<file path="config.mk">
export PLATFORM = sky130hd
export DESIGN_NAME = jpeg_coefficient_decoder_flat
export DESIGN_NICKNAME = d
export VERILOG_FILES = /design/src/rtl/jcd_pkg.sv /design/src/rtl/jcd_if.sv /design/src/rtl/jcd_ctrl.sv /design/src/rtl/jcd_datapath.sv /design/src/rtl/jpeg_coefficient_decoder.sv /design/src/flat_wrapper.sv
export SDC_FILE = /design/constraint.sdc
export NUM_CORES = 1
export LEC_CHECK = 0
export ABC_AREA = 1
export BUFFER_PORTS_ARGS = -buffer_cell sky130_fd_sc_hd__buf_2
export CAP_MARGIN = 40
export CORE_MARGIN = 2
export CORE_UTILIZATION = 50
export CTS_CLUSTER_DIAMETER = 150
export DETAILED_ROUTE_END_ITERATION = 12
export PLACE_DENSITY = 0.71
export SYNTH_ARGS = -nofsm -noshare
export SYNTH_HDL_FRONTEND = slang
export SYNTH_SLANG_ARGS = --single-unit
</file>
<file path="constraint.sdc">
create_clock -name clk -period 2.41 [get_ports clk]
set_input_delay 0.241 -clock clk [delete_from_list [all_inputs] [get_ports clk]]
set_output_delay 0.241 -clock clk [all_outputs]
set_load 0.02 [all_outputs]
</file>
<file path="src/rtl/jcd_pkg.sv">
// Shared types, constants and helpers for the JPEG coefficient decoder.
package jcd_pkg;

	localparam int DEF_COMPONENTS = 3;

	localparam logic       FUNC_DC     = 1'b0;
	localparam logic       FUNC_AC     = 1'b1;
	localparam logic [7:0] SYM_EOB     = 8'h00;
	localparam logic [7:0] SYM_ZRL     = 8'hF0;
	localparam logic [7:0] DC_SIZE_MAX = 8'd15;
	localparam logic [6:0] BLOCK_LEN   = 7'd64;
	localparam logic [6:0] ZRL_LEN     = 7'd16;
	localparam logic [5:0] LAST_IDX    = 6'd63;

	typedef struct packed {
		logic        func;
		logic [1:0]  component;
		logic [7:0]  symbol;
		logic [14:0] extra_bits;
	} in_item_t;

	typedef struct packed {
		logic signed [15:0] coefficient;
		logic [5:0]         coef_index;
		logic               last;
		logic               block_done;
		logic               error;
	} out_item_t;

	typedef enum logic {
		ST_IDLE,
		ST_RUN
	} state_t;

	typedef struct packed {
		logic load;
		logic emit_zero;
		logic emit_val;
	} ctrl_cmd_t;

	typedef struct packed {
		logic zeros_pending;
		logic last_zero;
		logic out_free;
	} dp_status_t;

	// JPEG magnitude category extension: low size bits, negative when the top bit is clear.
	function automatic logic signed [15:0] extend_value(input logic [3:0] size,
			input logic [14:0] raw);
		logic [15:0] full;
		logic [15:0] bits;
		logic [15:0] half;
		full = (16'd1 << size) - 16'd1;
		bits = {1'b0, raw} & full;
		half = 16'd1 << (size - 4'd1);
		if (size == 4'd0) begin
			extend_value = 16'sd0;
		end else if (bits < half) begin
			extend_value = signed'(bits - full);
		end else begin
			extend_value = signed'(bits);
		end
	endfunction

endpackage

</file>
<file path="src/rtl/jcd_if.sv">
// Valid/ready stream interfaces for symbol requests and coefficient results.
interface jcd_sym_if;
	import jcd_pkg::*;
	logic     valid;
	logic     ready;
	in_item_t data;
	modport source (output valid, output data, input ready);
	modport sink (input valid, input data, output ready);
endinterface

interface jcd_coef_if;
	import jcd_pkg::*;
	logic      valid;
	logic      ready;
	out_item_t data;
	modport source (output valid, output data, input ready);
	modport sink (input valid, input data, output ready);
endinterface

</file>
<file path="src/rtl/jcd_ctrl.sv">
// Sequencer: takes a request, then steps the datapath through its results.
module jcd_ctrl (
	input  logic               clk,
	input  logic               arst_n,
	input  logic               in_valid,
	output logic               in_ready,
	input  jcd_pkg::dp_status_t status,
	input  logic               has_val,
	output jcd_pkg::ctrl_cmd_t  cmd
);
	import jcd_pkg::*;

	state_t state_q;
	state_t state_d;

	always_ff @(posedge clk or negedge arst_n) begin
		if (!arst_n) begin
			state_q <= ST_IDLE;
		end else begin
			state_q <= state_d;
		end
	end

	always_comb begin
		state_d = state_q;
		case (state_q)
			ST_IDLE: begin
				if (in_valid) state_d = ST_RUN;
			end
			ST_RUN: begin
				if (status.out_free) begin
					if (status.zeros_pending) begin
						if (status.last_zero) state_d = ST_IDLE;
					end else begin
						state_d = ST_IDLE;
					end
				end
			end
			default: state_d = ST_IDLE;
		endcase
	end

	always_comb begin
		in_ready      = 1'b0;
		cmd.load      = 1'b0;
		cmd.emit_zero = 1'b0;
		cmd.emit_val  = 1'b0;
		case (state_q)
			ST_IDLE: begin
				in_ready = 1'b1;
				cmd.load = in_valid;
			end
			ST_RUN: begin
				cmd.emit_zero = status.out_free && status.zeros_pending;
				// with no zeros left, the job always ends in its value result
				cmd.emit_val  = status.out_free && !status.zeros_pending && has_val;
			end
			default: ;
		endcase
	end

endmodule

</file>
<file path="src/rtl/jcd_datapath.sv">
// Symbol decode, DC predictors, block position, zero-run counter and result register.
module jcd_datapath #(
	parameter int COMPONENTS = jcd_pkg::DEF_COMPONENTS
) (
	input  logic                clk,
	input  logic                arst_n,
	input  jcd_pkg::in_item_t   in_data,
	input  jcd_pkg::ctrl_cmd_t  cmd,
	output jcd_pkg::dp_status_t status,
	output logic                has_val,
	output logic                out_valid,
	output jcd_pkg::out_item_t  out_data,
	input  logic                out_ready
);
	import jcd_pkg::*;

	localparam int CompW = (COMPONENTS > 1) ? $clog2(COMPONENTS) : 1;

	logic [15:0] pred_q [COMPONENTS];
	logic [5:0]  pos_q;
	logic [5:0]  zeros_q;
	logic        has_val_q;
	logic signed [15:0] val_q;
	logic        val_err_q;
	logic        val_at_pos_q;
	logic        out_valid_q;
	out_item_t   out_q;

	logic [CompW-1:0]   comp_idx;
	logic               comp_ok;
	logic [3:0]         run;
	logic [3:0]         size;
	logic signed [15:0] ext;
	logic [15:0]        dc_new;
	logic [6:0]         pos_run;
	logic [6:0]         rem;
	logic [6:0]         zrl_n;
	logic               dc_ok;
	logic               ac_open;
	logic               ac_err;
	logic               is_eob;
	logic               is_zrl;
	logic [5:0]         pos_inc;

	assign comp_idx = in_data.component[CompW-1:0];
	assign comp_ok  = int'(in_data.component) < COMPONENTS;
	assign run      = in_data.symbol[7:4];
	assign size     = in_data.symbol[3:0];
	assign ext      = extend_value(size, in_data.extra_bits);
	assign dc_new   = pred_q[comp_idx] + ext;
	assign pos_run  = {1'b0, pos_q} + {3'b000, run};
	assign rem      = BLOCK_LEN - {1'b0, pos_q};
	assign zrl_n    = (rem > ZRL_LEN) ? ZRL_LEN : rem;
	assign dc_ok    = (in_data.symbol <= DC_SIZE_MAX) && comp_ok;
	assign ac_open  = pos_q != 6'd0;
	assign is_eob   = in_data.symbol == SYM_EOB;
	assign is_zrl   = in_data.symbol == SYM_ZRL;
	assign ac_err   = !ac_open ||
		(!is_eob && !is_zrl && (size == 4'd0 || pos_run > {1'b0, LAST_IDX}));
	// index 63 closes the block and drops back to waiting for DC
	assign pos_inc  = (pos_q == LAST_IDX) ? 6'd0 : pos_q + 6'd1;

	assign status.zeros_pending = zeros_q != 6'd0;
	assign status.last_zero     = (zeros_q == 6'd1) && !has_val_q;
	assign status.out_free      = !out_valid_q || out_ready;
	assign has_val              = has_val_q;
	assign out_valid            = out_valid_q;
	assign out_data             = out_q;

	always_ff @(posedge clk or negedge arst_n) begin
		if (!arst_n) begin
			for (int c = 0; c < COMPONENTS; c++) pred_q[c] <= 16'd0;
			pos_q <= 6'd0;
		end else if (cmd.load) begin
			if (in_data.func == FUNC_DC) begin
				if (dc_ok) begin
					pred_q[comp_idx] <= dc_new;
					pos_q <= 6'd1;
				end else begin
					pos_q <= 6'd0;
				end
			end else if (ac_err) begin
				pos_q <= 6'd0;
			end
		end else if (cmd.emit_zero || (cmd.emit_val && val_at_pos_q)) begin
			pos_q <= pos_inc;
		end
	end

	// job registers: loaded on request, drained by the emit commands
	always_ff @(posedge clk or negedge arst_n) begin
		if (!arst_n) begin
			zeros_q   <= 6'd0;
			has_val_q <= 1'b0;
		end else if (cmd.load) begin
			if (in_data.func == FUNC_DC || ac_err) begin
				zeros_q   <= 6'd0;
				has_val_q <= 1'b1;
			end else if (is_eob) begin
				zeros_q   <= rem[5:0];
				has_val_q <= 1'b0;
			end else if (is_zrl) begin
				zeros_q   <= zrl_n[5:0];
				has_val_q <= 1'b0;
			end else begin
				zeros_q   <= {2'b00, run};
				has_val_q <= 1'b1;
			end
		end else if (cmd.emit_zero) begin
			zeros_q <= zeros_q - 6'd1;
		end else if (cmd.emit_val) begin
			has_val_q <= 1'b0;
		end
	end

	always_ff @(posedge clk) begin
		if (cmd.load) begin
			if (in_data.func == FUNC_DC && dc_ok) begin
				val_q        <= signed'(dc_new);
				val_err_q    <= 1'b0;
				val_at_pos_q <= 1'b0;
			end else if (in_data.func == FUNC_DC || ac_err) begin
				val_q        <= 16'sd0;
				val_err_q    <= 1'b1;
				val_at_pos_q <= 1'b0;
			end else begin
				val_q        <= ext;
				val_err_q    <= 1'b0;
				val_at_pos_q <= 1'b1;
			end
		end
	end

	always_ff @(posedge clk or negedge arst_n) begin
		if (!arst_n) begin
			out_valid_q <= 1'b0;
		end else if (cmd.emit_zero || cmd.emit_val) begin
			out_valid_q <= 1'b1;
		end else if (out_ready) begin
			out_valid_q <= 1'b0;
		end
	end

	always_ff @(posedge clk) begin
		if (cmd.emit_zero) begin
			out_q.coefficient <= 16'sd0;
			out_q.coef_index  <= pos_q;
			out_q.last        <= status.last_zero;
			out_q.block_done  <= pos_q == LAST_IDX;
			out_q.error       <= 1'b0;
		end else if (cmd.emit_val) begin
			out_q.coefficient <= val_q;
			out_q.coef_index  <= val_at_pos_q ? pos_q : 6'd0;
			out_q.last        <= 1'b1;
			out_q.block_done  <= val_at_pos_q && (pos_q == LAST_IDX);
			out_q.error       <= val_err_q;
		end
	end

endmodule

</file>
<file path="src/rtl/jpeg_coefficient_decoder.sv">
// A request is held in the job registers and sequencer state; its results leave through the result register on coef.
// Each request yields N results (1 to 63), one result per cycle out of the zero-run counter
//   while coef is not stalled; no new request is taken until its last result is issued.
// sym.ready is high whenever the sequencer is idle, even with a result still in the register.
// Reset (arst_n low, asynchronous) clears the DC predictors, block position,
//   sequencer and result valid; no sweep is needed afterward.
module jpeg_coefficient_decoder #(
	parameter int COMPONENTS = jcd_pkg::DEF_COMPONENTS
) (
	input logic         clk,
	input logic         arst_n,
	jcd_sym_if.sink     sym,
	jcd_coef_if.source  coef
);
	import jcd_pkg::*;

	ctrl_cmd_t  cmd;
	dp_status_t status;
	logic       has_val;

	jcd_ctrl u_ctrl (
		.clk      (clk),
		.arst_n   (arst_n),
		.in_valid (sym.valid),
		.in_ready (sym.ready),
		.status   (status),
		.has_val  (has_val),
		.cmd      (cmd)
	);

	jcd_datapath #(
		.COMPONENTS (COMPONENTS)
	) u_datapath (
		.clk       (clk),
		.arst_n    (arst_n),
		.in_data   (sym.data),
		.cmd       (cmd),
		.status    (status),
		.has_val   (has_val),
		.out_valid (coef.valid),
		.out_data  (coef.data),
		.out_ready (coef.ready)
	);

endmodule

</file>
<file path="src/flat_wrapper.sv">
// flat-port wrapper written by rule: the top's interface ports become plain ports
module jpeg_coefficient_decoder_flat import jcd_pkg::*;
#(
	parameter int COMPONENTS = jcd_pkg::DEF_COMPONENTS
)
  (clk, arst_n, sym_valid, sym_data, sym_ready, coef_valid, coef_data, coef_ready);
  jcd_sym_if sym_i ();
  jcd_coef_if coef_i ();
  input logic clk;
  input logic arst_n;
  input wire logic [$bits(sym_i.valid)-1:0] sym_valid;
  input wire logic [$bits(sym_i.data)-1:0] sym_data;
  output wire logic [$bits(sym_i.ready)-1:0] sym_ready;
  output wire logic [$bits(coef_i.valid)-1:0] coef_valid;
  output wire logic [$bits(coef_i.data)-1:0] coef_data;
  input wire logic [$bits(coef_i.ready)-1:0] coef_ready;
  assign sym_i.valid = sym_valid;
  assign sym_i.data = sym_data;
  assign sym_ready = sym_i.ready;
  assign coef_valid = coef_i.valid;
  assign coef_data = coef_i.data;
  assign coef_i.ready = coef_ready;
  jpeg_coefficient_decoder #(.COMPONENTS(COMPONENTS)) u_core (.clk(clk), .arst_n(arst_n), .sym(sym_i), .coef(coef_i));
endmodule
</file>
Yosys cells after proc, flatten, opt, wreduce, memory -nomap -nowiden:

Index checks and enable logic that the tools add are counted.

* input bits: 30
* register bits after elaboration: 106
* logic and storage cells: 120

* add/sub/neg operators: 8
* multiplexer cells: 43
* shift operators: 2
* reductions and logical operators: 35
* bitwise logic cells: 4
* magnitude comparators: 7
* equal/unequal tests: 5

Operators by type and width (number)
* $mux 16: 7
* $mux 6: 12
* $bwmux 48: 1
* $bmux 16 s2: 1
* $demux 16 s2: 1
* $shl 1x4->16 const A: 2
* $mux 9: 2
* $mux 1: 17
* $add 16x16->16: 1
* $and 15x16->16: 1
* $lt 16x16->1: 1
* $sub 16x1->16 const B: 1
* $sub 16x16->16: 1
* $reduce_bool 6->1: 2
* $logic_and 1x1->1: 11
* $reduce_bool 2->1: 5
* $eq 8x8->1 const B: 1
* $le 8x4->1 const B: 1
* $logic_not 8->1: 1
* $add 6x4->7: 1
* $gt 7x5->1 const B: 1
* $gt 7x6->1 const B: 1
* $sub 7x6->7 const A: 1
* $add 6x1->6 const B: 1
* 18 further kinds: 30

Longest topological paths before layout:

* depth after elaboration: 9
* depth in mapped cells: 42
* gate-level depth less buffers: 39

By module:

A second synthesis with hierarchy kept.

* cell total of the unflattened synthesis: 950
* area, all modules: 7001.7 um^2

Modules (own cells, without submodules)
* jcd_datapath: times used 1, area each 6930.4 um^2, cells an instance 937
* jcd_ctrl: times used 1, area each 71.3 um^2, cells an instance 13

Least setup slack after synthesis:

Ideal clock, no wire load.

* path type: input port to flip-flop
* from: in sym_data[18]
* to: reg u_core.u_datapath.val_q[14] (data pin)
* arrival: 4.657 ns
* stages: 38
* path slack: -2.501 ns
* buffers on the path: 4
* cells stage by stage: buf_2 -> nor2_4 -> nand2_4 -> clkbuf_1 -> ha_1 -> buf_2 -> nand2_2 -> xor2_1 -> inv_1 -> nor2_1 -> ha_1 -> a21oi_1 -> nor2_1 -> a211oi_1 -> nand2_1 -> nand3_2 -> nand3_4 -> inv_1 -> (+2 left out) -> nand3_1 -> inv_1 -> ha_1 -> fa_1 -> nand3_1 -> nand2_1 -> a21oi_1 -> o21bai_1 -> a21oi_1 -> o21ai_0 -> nand3_1 -> nand2_1 -> inv_1 -> nand2_1 -> nand3b_1 -> nand3b_1 -> nand3_1 -> nand2_1

* word-level cells in the longest chain between the ends: 8

RTL lines
* start, declared: RTL line flat_wrapper.sv:12 `input wire logic [$bits(sym_i.data)-1:0] sym_data;`
* $shl 1x4->16 (tied with other cells): RTL line jcd_pkg.sv:53 `full = (16'd1 << size) - 16'd1;`
* $sub 16x1->16 or $logic_not 1->1 (tied branches): RTL line jcd_pkg.sv:53, jcd_datapath.sv:59
* $and 15x16->16 or $logic_and 1x1->1 (tied branches): RTL line jcd_pkg.sv:54, jcd_datapath.sv:59
* $sub 16x16->16 (tied with other cells): RTL line jcd_pkg.sv:59 `extend_value = signed'(bits - full);`
* $mux 16 or $logic_or 1x1->1 (tied branches): RTL line jcd_pkg.sv:58, jcd_datapath.sv:58
* $mux 16 or $logic_or 1x1->1 (tied branches): RTL line jcd_pkg.sv:56, jcd_datapath.sv:122
* $add 16x16->16 or $mux 16 (tied branches): RTL line jcd_datapath.sv:50, jcd_datapath.sv:122
* $mux 16 (*): RTL line jcd_datapath.sv:118 `if (in_data.func == FUNC_DC && dc_ok) begin`
* end signal, assigned: RTL line jcd_datapath.sv:119 `val_q <= signed'(dc_new);`
* end signal, assigned: RTL line jcd_datapath.sv:127 `val_q <= ext;`
* end, declared: RTL line jcd_datapath.sv:23 `logic signed [15:0] val_q;`

Every way passes the cells marked *; elsewhere a longest branch is shown, timed or not.
A chain may end at the register's enable or synchronous reset.

Worst setup path after layout:

* from: in sym_data[18]
* to: reg u_core.u_datapath.val_q[12] (data pin)

The elaborated chain is that of the path after synthesis.

==> reports/metrics.cfg <==
[worst_setup_path]
cp-end-kind=register
r2r-start=u_core.u_datapath.pred_q[36]$_DFFE_PN0P_
reg2reg_slack_ps=-490
r2r-end=u_core.u_datapath.pred_q[29]$_DFFE_PN0P_
critPathMostFrequentCell=nand2_2
crit_family=simple AND/OR/NAND/NOR gates
critical_path_buf_inv_count=5
crit_path_max_fanout=8
cp-startpoint=sym_data[18]
r2r_cells=17
crit_required_ps=2530
critPathKind=input pin to register
slowest_stage=fa_2
arrival_ps=4230
start_kind=input pin
crit_path_max_incr_delay_ps=360

[pwr]
p_int_mw=4.71
power.switching_mw=3.15
p_sw_share_pct=40.1
power_density_mw_per_mm2=778
sequentialPowerShare_pct=29.6
p_leak_nw=5.03
peakVddDrop_mv=0.451
clock_power_share_pct=18.1
pwr-share-comb_pct=52.4
total_power_mw=7.86

[clock_tree]
numCtsBuffers=9
clockBufferDepth=2
root_buffer=clkbuf_16
cts_tree=done
cts.clk_slew.worst_paths_ps=70
clk_latency_ps=360
cts.sinks=106
htreeDepth=3

[sta]
post-route-period-util_pct=171
worst_pin_slew_ps=592
period_minus_slack_ps=4120
max_freq_mhz=243
finalSetupViolations=64
slew_headroom_pct=60.5
maxSlewViolCount=0
layout_setup_ws_ps=-1710
fin_skew_ps=11.4
hold_viol_final=0
rsz0062_at_grt=yes

[global_routing]
grt_pass1_vias=7096
grtUsageTotal_pct=28.7
grt-ovfl-total=0
grt_max_degree=33
grt_pass1_wl_um=33800
grt_antenna_before_repair=0

[yosys]
syn_area_sq_mm=0.00702
async_reset_ff_share_pct=59.4
synth_ff_type=dfrtp_1
synth_edf_count=26
ys_seq_elements=106
netlist-cell-type-count=52
syn-num-nets=1010
yosysSeqAreaShare_pct=38.4
syn_area_per_cell_sq_um=7.47
synth_warnings=0
synthCells=940

[cells_and_area]
drive_above_1_share_pct=38.6
nets=1274
antenna-diode-count=0
most-common-layout-cells=buf_4 (206), nand2_1 (157), inv_1 (104)
instances_no_fill=1389
final_area_sq_mm=0.0101
syn2layout_area_growth_pct=43.8
final_common_cell=buf_4

[die]
num_io_pins=57
die_area_sq_mm=0.0150
dieWidth_um=122
initial_core_util_pct=51.0
fp.dieH_um=122
coreArea_sq_mm=0.0138
rows=43

[status]
violations=setup timing
outcome=finished, violations left

[detailed_routing]
routedWlPerCell_um=15.6
firstDrtPassIters=5
initialDrtViolationCount=570
avgViaCountPerCell=5.40
vias=7506
drc=0
detail-route-antenna-nets=0
wl_um=21700

[place]
dp.cells=1347
place_hpwl_um=15700
io_buffer_count=56
post_dp_cell_area_sq_mm=0.00903
globalplace.congestion=0.933

[job]
maxCapViolations=0

[worst_hold_path]
min_path_type=input pin to async pin

-- sequential cells by signal, summed over array words and instances (netlist names) --
signal	count
u_core.u_datapath.val_at_pos_q	1
u_core.u_datapath.val_err_q	1
u_core.u_datapath.out_valid	1
u_core.u_ctrl.state_q	1
u_core.u_datapath.zeros_q	6
u_core.u_datapath.has_val	1
u_core.u_datapath.val_q	16
u_core.u_datapath.out_data	25
u_core.u_datapath.pred_q	48
u_core.u_datapath.pos_q	6
-- synth_stat cells (5+ instances only) --
| library cell | count | share of area (%) |
|---|---|---|
| nand3_1 | 55 | 3.9 |
| o21ai_0 | 85 | 6.1 |
| nand3_2 | 5 | 0.71 |
| nand2_1 | 186 | 9.9 |
| o21ai_1 | 6 | 0.43 |
| nor2_1 | 116 | 6.2 |
| nand4_1 | 16 | 1.4 |
| dfrtp_1 | 63 | 22 |
| a31oi_1 | 5 | 0.45 |
| a221oi_1 | 9 | 1.1 |
| ha_1 | 38 | 6.8 |
| o22ai_1 | 11 | 0.98 |
| inv_1 | 116 | 6.2 |
| xnor2_1 | 6 | 0.75 |
| clkbuf_1 | 20 | 1.1 |
| nand2_2 | 12 | 1.1 |
| nor3_1 | 9 | 0.64 |
| inv_2 | 6 | 0.32 |
| xor2_1 | 16 | 2.0 |
| a21oi_1 | 50 | 3.6 |
| edfxtp_1 | 26 | 11 |
| dfxtp_1 | 17 | 4.8 |
| clkinv_1 | 6 | 0.32 |
-- metrics by stage --
step | utilization [%] | hold slack, ps | setup TNS (ps) | worst slack, ps
after floorplan | - | -54.6 | -97800 | -2140
after global placement | 65.4 | 422 | -101030 | -2100
after detailed placement | 65.6 | 97.8 | -104310 | -2170
after CTS | 70.3 | 265 | -67970 | -1480
after global routing | 73.3 | 290 | -87340 | -1940
final | 73.3 | 278 | -74480 | -1710
-- cells by family after synthesis --
| family | share of synthesized area (%) |
|---|---|
| simple gates | 27.2 |
| compound gates | 15.4 |
| buf+inv | 8.36 |
| flops | 38.4 |
| fa+ha+maj | 7.35 |
| xor+xnor | 3.21 |
-- cell type report --
cell class / instances / area (sq um)
inverter: 128 / 488
tap: 180 / 225
fill: 1055 / 3680
clock buffer: 10 / 229
clock inverter: 6 / 47.5
timing repair buffer: 278 / 2070
sequential: 106 / 2700
multi-input combinational: 681 / 4340
-- power by group through the flow --
stage          clock network [mW]  logic (mW)  registers, mW
3_5_place_dp                    0        3.36           2.35
4_1_cts                      1.43        3.66           2.32
3_3_place_gp                    0        3.28           2.34
5_1_grt                      1.51        4.46           2.35
2_1_floorplan                   0        1.82           2.44
6_report                     1.42        4.11           2.32
-- how the worst max path moves through the flow --
stage	end	slack, ps	cells past startpoint
floorplan	u_core.u_datapath.val_q[14]$_DFFE_PP_	-2140	37
CTS	u_core.u_datapath.pred_q[14]$_DFFE_PN0P_	-1480	36
global route	u_core.u_datapath.val_q[14]$_DFFE_PP_	-1940	34
global placement	u_core.u_datapath.val_q[10]$_DFFE_PP_	-2100	34
detailed placement	u_core.u_datapath.val_q[10]$_DFFE_PP_	-2170	34
finish	u_core.u_datapath.val_q[12]$_DFFE_PP_	-1710	37
-- worst register-to-register path, cell delays in order (launching register included) --
cell,delay [ps]
dfrtp_1,330
inv_1,70
a221oi_1,510
ha_1,360
a21oi_1,160
o211ai_1,140
nand2_1,80
nand2_1,60
a21oi_2,160
o21ai_1,80
a21oi_1,120
inv_1,100
nand2_1,80
nor2_2,50
nor2_2,140
xnor2_2,160
nand2_1,120
o21ai_1,110
-- layer usage --
metal,GRT usage (%),vias up,wire length [um]
li1,-,3651,-
met1,37.6,3550,9250
met2,48.6,255,10600
met3,4.00,50,1180
met4,9.91,0,637
met5,0,-,0
-- what timing repair did --
| item | CTS | global route |
|---|---|---|
| gates resized for setup | 75 | 92 |
| hold buffers | 1 | 0 |
| buffers inserted | 15 | 16 |
| endpoints found under the hold margin | 37 | 0 |
| pin swaps | 47 | 43 |
| endpoints found under the setup margin | 65 | 71 |
(Power assumes the default switching activity.)
